==> src/rtl/qpn_pkg.sv <==
// Shared types and constants of the normalized quaternion product core.
package qpn_pkg;

    localparam int QW   = 16;  // input and output component width
    localparam int PW   = 32;  // one partial product
    localparam int SW   = 34;  // signed sum of four products
    localparam int MW   = 33;  // magnitude of one sum
    localparam int NW   = 31;  // magnitude after normalization, at most 2^30
    localparam int SQW  = 62;  // square of a normalized magnitude
    localparam int SSW  = 63;  // sum of four squares
    localparam int RTW  = 32;  // integer square root of the sum
    localparam int NUMW = 45;  // rounded dividend of one component
    localparam int QTW  = 15;  // quotient, at most 16384

    localparam int SQRT_STAGES = 16;  // two root bits per stage
    localparam int DIV_STAGES  = QTW; // one quotient bit per stage

    localparam int CX = 0;
    localparam int CY = 1;
    localparam int CZ = 2;
    localparam int CW = 3;

    localparam logic [1:0] CMD_MUL  = 2'd0;
    localparam logic [1:0] CMD_CONJ = 2'd1;
    localparam logic [1:0] CMD_YAW  = 2'd2;

    typedef logic [3:0][QW-1:0] t_quat;
    typedef logic [3:0][NW-1:0] t_mags;

    typedef struct packed {
        logic [3:0] neg;    // sign of each component
        logic       zero;   // all components were zero
        logic       blank;  // unused command
    } t_ctl;

    typedef struct packed {
        logic [3:0][QW-1:0] r;
        logic               zero_norm;
    } t_res;

endpackage

==> src/rtl/qpn_sqrt.sv <==
// Pipelined integer square root, two root bits per stage.
module qpn_sqrt (
    input  logic          i_clk,
    input  logic          i_rst_n,
    input  logic          i_en,
    input  logic          i_valid,
    input  qpn_pkg::t_ctl i_ctl,
    input  qpn_pkg::t_mags i_mag,
    input  logic [qpn_pkg::SSW-1:0] i_sumsq,
    output logic          o_valid,
    output qpn_pkg::t_ctl o_ctl,
    output qpn_pkg::t_mags o_mag,
    output logic [qpn_pkg::RTW-1:0] o_root
);
    import qpn_pkg::*;

    logic [SQRT_STAGES-1:0] r_v;
    logic [63:0]     r_rad  [SQRT_STAGES];
    logic [RTW+1:0]  r_rem  [SQRT_STAGES];
    logic [RTW-1:0]  r_root [SQRT_STAGES];
    t_mags           r_mag  [SQRT_STAGES];
    t_ctl            r_ctl  [SQRT_STAGES];

    logic [63:0]     n_rad  [SQRT_STAGES];
    logic [RTW+1:0]  n_rem  [SQRT_STAGES];
    logic [RTW-1:0]  n_root [SQRT_STAGES];

    always_comb begin
        logic [63:0]    rad;
        logic [RTW+1:0] rem;
        logic [RTW-1:0] root;
        logic [RTW+3:0] r2, t;
        for (int s = 0; s < SQRT_STAGES; s++) begin
            if (s == 0) begin
                rad  = {1'b0, i_sumsq};
                rem  = '0;
                root = '0;
            end else begin
                rad  = r_rad[s-1];
                rem  = r_rem[s-1];
                root = r_root[s-1];
            end
            for (int d = 0; d < 2; d++) begin
                r2  = {rem, rad[63:62]};
                t   = {2'b00, root, 2'b01};
                rad = {rad[61:0], 2'b00};
                if (r2 >= t) begin
                    rem  = (RTW+2)'(r2 - t);
                    root = {root[RTW-2:0], 1'b1};
                end else begin
                    rem  = (RTW+2)'(r2);
                    root = {root[RTW-2:0], 1'b0};
                end
            end
            n_rad[s]  = rad;
            n_rem[s]  = rem;
            n_root[s] = root;
        end
    end

    always_ff @(posedge i_clk) begin
        if (!i_rst_n) begin
            r_v <= '0;
        end else if (i_en) begin
            r_v <= {r_v[SQRT_STAGES-2:0], i_valid};
        end
    end

    always_ff @(posedge i_clk) begin
        if (i_en) begin
            for (int s = 0; s < SQRT_STAGES; s++) begin
                r_rad[s]  <= n_rad[s];
                r_rem[s]  <= n_rem[s];
                r_root[s] <= n_root[s];
                r_mag[s]  <= (s == 0) ? i_mag : r_mag[(s == 0) ? 0 : s-1];
                r_ctl[s]  <= (s == 0) ? i_ctl : r_ctl[(s == 0) ? 0 : s-1];
            end
        end
    end

    assign o_valid = r_v[SQRT_STAGES-1];
    assign o_ctl   = r_ctl[SQRT_STAGES-1];
    assign o_mag   = r_mag[SQRT_STAGES-1];
    assign o_root  = r_root[SQRT_STAGES-1];

endmodule

==> config.mk <==
export PLATFORM = sky130hd
export DESIGN_NAME = qpn_sqrt
export DESIGN_NICKNAME = d
export VERILOG_FILES = /design/src/rtl/qpn_pkg.sv /design/src/rtl/qpn_sqrt.sv
export SDC_FILE = /design/constraint.sdc
export NUM_CORES = 2
export LEC_CHECK = 0
export ABC_AREA = 1
export BUFFER_PORTS_ARGS = -buffer_cell sky130_fd_sc_hd__buf_2
export CORE_MARGIN = 8
export CORE_UTILIZATION = 60
export CTS_CLUSTER_SIZE = 28
export DETAILED_ROUTE_END_ITERATION = 16
export HOLD_SLACK_MARGIN = 0.08
export PLACE_DENSITY = 0.76
export SLEW_MARGIN = 20
export SYNTH_ARGS = -nofsm -noshare
export SYNTH_HDL_FRONTEND = slang
export SYNTH_MEMORY_MAX_BITS = 65536
export SYNTH_SLANG_ARGS = --single-unit
export TNS_END_PERCENT = 5
==> constraint.sdc <==
create_clock -name i_clk -period 7.5 [get_ports i_clk]
set_input_delay 1.5 -clock i_clk [delete_from_list [all_inputs] [get_ports i_clk]]
set_output_delay 1.5 -clock i_clk [all_outputs]
set_load 0.05 [all_outputs]
==> summary.md <==
| Metric | Value |
|---|---|
| Worst R2R Setup Slack | `1010 ps` |
| Gr ovfl total | `0` |
| Clock Power Share | `28.3%` |
| Clock Sinks | `roughly 3300` |
| Post-CTS Setup Inserts | `0` |
| Die height | `roughly 530 um` |
| Top_reg_cell synth | `edfxtp_1` |
| Worst Path Arrival | `7100 ps` |
| Post-synth EDFFs | `around 3300` |
| Num CTS Buffers | `328` |
| Mean Syn Cell Area | `roughly 11 um^2` |
| Hold WS | `362 ps` |
| Die area | `278000 um^2` |
| Max Root-Sink Buffers | `4` |
| Setup slack at placement | `1650 ps` |
| P&R area growth vs syn | `10.2%` |
| Cell Area, Placed | `162000 um^2` |
| Comb pwr share | `30.9%` |
| Sequential power share | `40.7%` |
| Hold Path Sink | `r_mag[0][411]` |
| Min cycle time layout | `6490 ps` |
| Sum Neg Setup Slack | `0 ps` |
| P per Cell Area | `346 nW/um^2` |
| Switching Power | `21.5 mW` |
| Status | `complete, no violations` |
| FMAX | `154 MHz` |
| Most frequent cells in the layout | `nand2_1, edfxtp_1, inv_1` |
| Asr flop ratio synth | `0%` |
| Crit share post-route | `86.6%` |
| Htree depth | `5` |
| Most frequent CP cell | `nand2_1` |
| Gpl congestion | `a little under 1` |
| Worst-path clk slew | `60 ps` |
| WP buf/inv | `4` |
| CTS tree | `done` |
| Via count | `106694` |
| Initial drt markers | `11342` |
| Hold Path Origin | `r_mag[0][287]` |
| Final Skew | `approximately 64 ps` |
| Drt drc | `0` |
| Critical Path End Type | `flop` |
| Post-DR wirelength/cell | `22.5 um` |
| Worst flop-to-flop path startpoint | `r_rem[1][187]` |
| Relative slew slack | `23.6%` |
| Final hold vios | `0` |
| Critical path type | `reg -> reg` |
| Cells after Synth | `14556` |
| Final HPWL DP | `300 mm` |
| Lkg Pwr | `around 69 nW` |
| CTS root buffer | `clkbuf_16` |
| # setup viols final | `0` |
| HP Class | `reg -> reg` |
| Drt first pass iters | `9` |
| # nets final | `15806` |
| Antenna violations before repair | `17` |
| Critical Path RT | `between 8000 and 9000 ps` |
| Vias per Instance | `approximately 5.7` |
| Slowest-stage cell, CP | `clkinv_1` |
| Initial cell density of the core | `60.3%` |
| Post-CTS sizing | `0` |
| # IOs | `360` |
| Sw frac | `a little over a third` |
| Row count | `187` |
| Least-Margin Pin Slew | `1150 ps` |
| Peak supply drop | `0.000308 V` |
| Maxcap violations | `0` |
| PnR worst setup slack | `1010 ps` |
| Critical path launch point type | `flop` |
| Final max-slew violation count | `0` |
| Finished Core Util | `66.5%` |
| Cell family with most CP delay | `simple AND/OR/NAND/NOR gates` |
| Hold Buf Count CTS | `0` |
| Synth Cell Area | `157000 um^2` |
| Worst reg2reg path depth | `24` |
| Core ar. | `259000 um^2` |
| Vias in the first global route | `between 100k and 150k` |
| Share of layout cells above drive strength 1 | `just over 8%` |
| WL final | `between 400 and 500 mm` |
| Int Pwr | `between 30 and 40 mW` |
| First-pass GRT wire length | `632 mm` |
| Post-route cell area | `173000 um^2` |
| Die Wd | `527 um` |
| RSZ-0062 raised after global routing | `false` |
| Post-synthesis sequential area ratio | `63.7%` |
| Worst skew pair latency | `900 ps` |
| WHS Path Cells | `0` |
| Flops & latches, synth | `3329` |
| Yosys warns | `0` |
| CP max stage delay | `1020 ps` |
| Post-Syn Nets | `15309` |
| Worst-path cell chain | `ha_1, nand2_1, nor2_1, nand2_1, nor2_1, nand2_1, nand3_1, nand2_1, nand2_2, clkinv_1, o21ai_0, ha_1, nand2_1, nor2_1, inv_1, o21ai_0, a31oi_1, nand2_1, nand4_1, nand2_1, inv_2, buf_4, nand2_1, nand2_1` |
| Crit-path max FO | `39` |
| Worst r2r dst | `r_rem[1][207]` |
| I/O Buffers | `roughly 360` |
| Commonest non-fill, non-tap cell in the layout | `nand2_1` |
| Yosys cell types | `75` |
| Pin count of the biggest net entering global routing | `207` |
| Global-route usage over all layers | `29.5%` |
| Routed Antenna Nets | `0` |
layout make-up:
cell class	count	area, um^2
sequential	3329	99800
fill	19361	86900
multi-input combinational	9309	48700
clock buffer	391	8510
inverter	1646	6190
tap	3402	4260
timing repair buffer	439	2680
clock inverter	201	2390
antenna	8	20.0
kinds of logic after synthesis:
logic type | share of synthesized area (%)
AOI/OAI and AO/OA | 6.25
xor gates and xnor gates | 2.89
adders and majority gates | 4.44
buffers and inverters | 5.15
DFF | 63.7
and+or+nand+nor | 17.5
stage by stage:
stage                     instances  power, mW
after floorplan               14556       36.6
after global placement        18125       42.4
after detailed placement      18125       42.4
after CTS                     18717       59.6
after global routing          18723       62.6
final                         18725       59.7
power groups by stage:
stage	clock network (mW)	registers, mW	logic (mW)
after floorplan	0	23.8	12.8
after global placement	0	24.5	17.9
after detailed placement	0	24.6	17.9
after CTS	17.2	24.3	18.1
after global routing	17.8	24.4	20.4
final	16.9	24.3	18.5
metal layers:
metal | global-route usage (%) | wire [um]
met3 | 3.78 | 28200
met4 | 10.1 | 17400
met5 | 0 | 12
met2 | 51.1 | 205000
met1 | 38.6 | 171000
sequential cells by signal (all words and copies together) (netlist names):
register and flops:
r_ctl 96, r_mag 1984, r_rad 480, r_rem 481, r_root 272, r_v 16
synth_stat cells (all sizes together) (2+ instances only):
cell type | number | share of area [%]
o31ai | 9 | 0.043
a21o | 55 | 0.26
nand3b | 59 | 0.31
a21oi | 756 | 2.5
and2 | 15 | 0.060
nand2 | 3572 | 8.7
buf | 224 | 1.1
and3 | 13 | 0.052
o21a | 45 | 0.22
a21boi | 22 | 0.11
ha | 556 | 4.4
inv | 1640 | 3.9
nor3 | 178 | 0.59
nor2 | 1474 | 3.7
xor2 | 269 | 1.5
edfxtp | 3313 | 64
nor4 | 39 | 0.16
o21ai | 718 | 2.4
xnor2 | 246 | 1.4
clkbuf | 48 | 0.12
dfxtp | 16 | 0.20
nand4 | 217 | 0.87
and3b | 2 | 0.011
a31oi | 65 | 0.27
o2111ai | 2 | 0.011
o21bai | 52 | 0.25
nor3b | 6 | 0.032
o211ai | 15 | 0.075
nand3 | 847 | 2.8
a221oi | 4 | 0.022
clkinv | 6 | 0.014
o221ai | 4 | 0.022
a211oi | 6 | 0.029
o221a | 2 | 0.014
or2 | 45 | 0.18
a31o | 6 | 0.034
worst reg2reg max path, delay by kind of cell (launching register included):
family          cells  cell delay [ps]
buf+inv             4             1490
fa+ha+maj           2              700
flops               1              420
compound gates      3             1140
simple gates       15             2520
worst max path at each step:
stage / start / cells past startpoint / end
floorplan: r_root[1][41] / 27 / r_rem[1][73]
global placement: r_root[1][119] / 25 / r_rem[1][138]
detailed placement: r_root[1][181] / 23 / r_rem[1][217]
CTS: r_root[1][181] / 23 / r_rem[1][207]
global route: r_root[1][164] / 25 / r_rem[1][207]
finish: r_rem[1][187] / 24 / r_rem[1][207]
No activity file was read; power rests on OpenSTA's default activity.
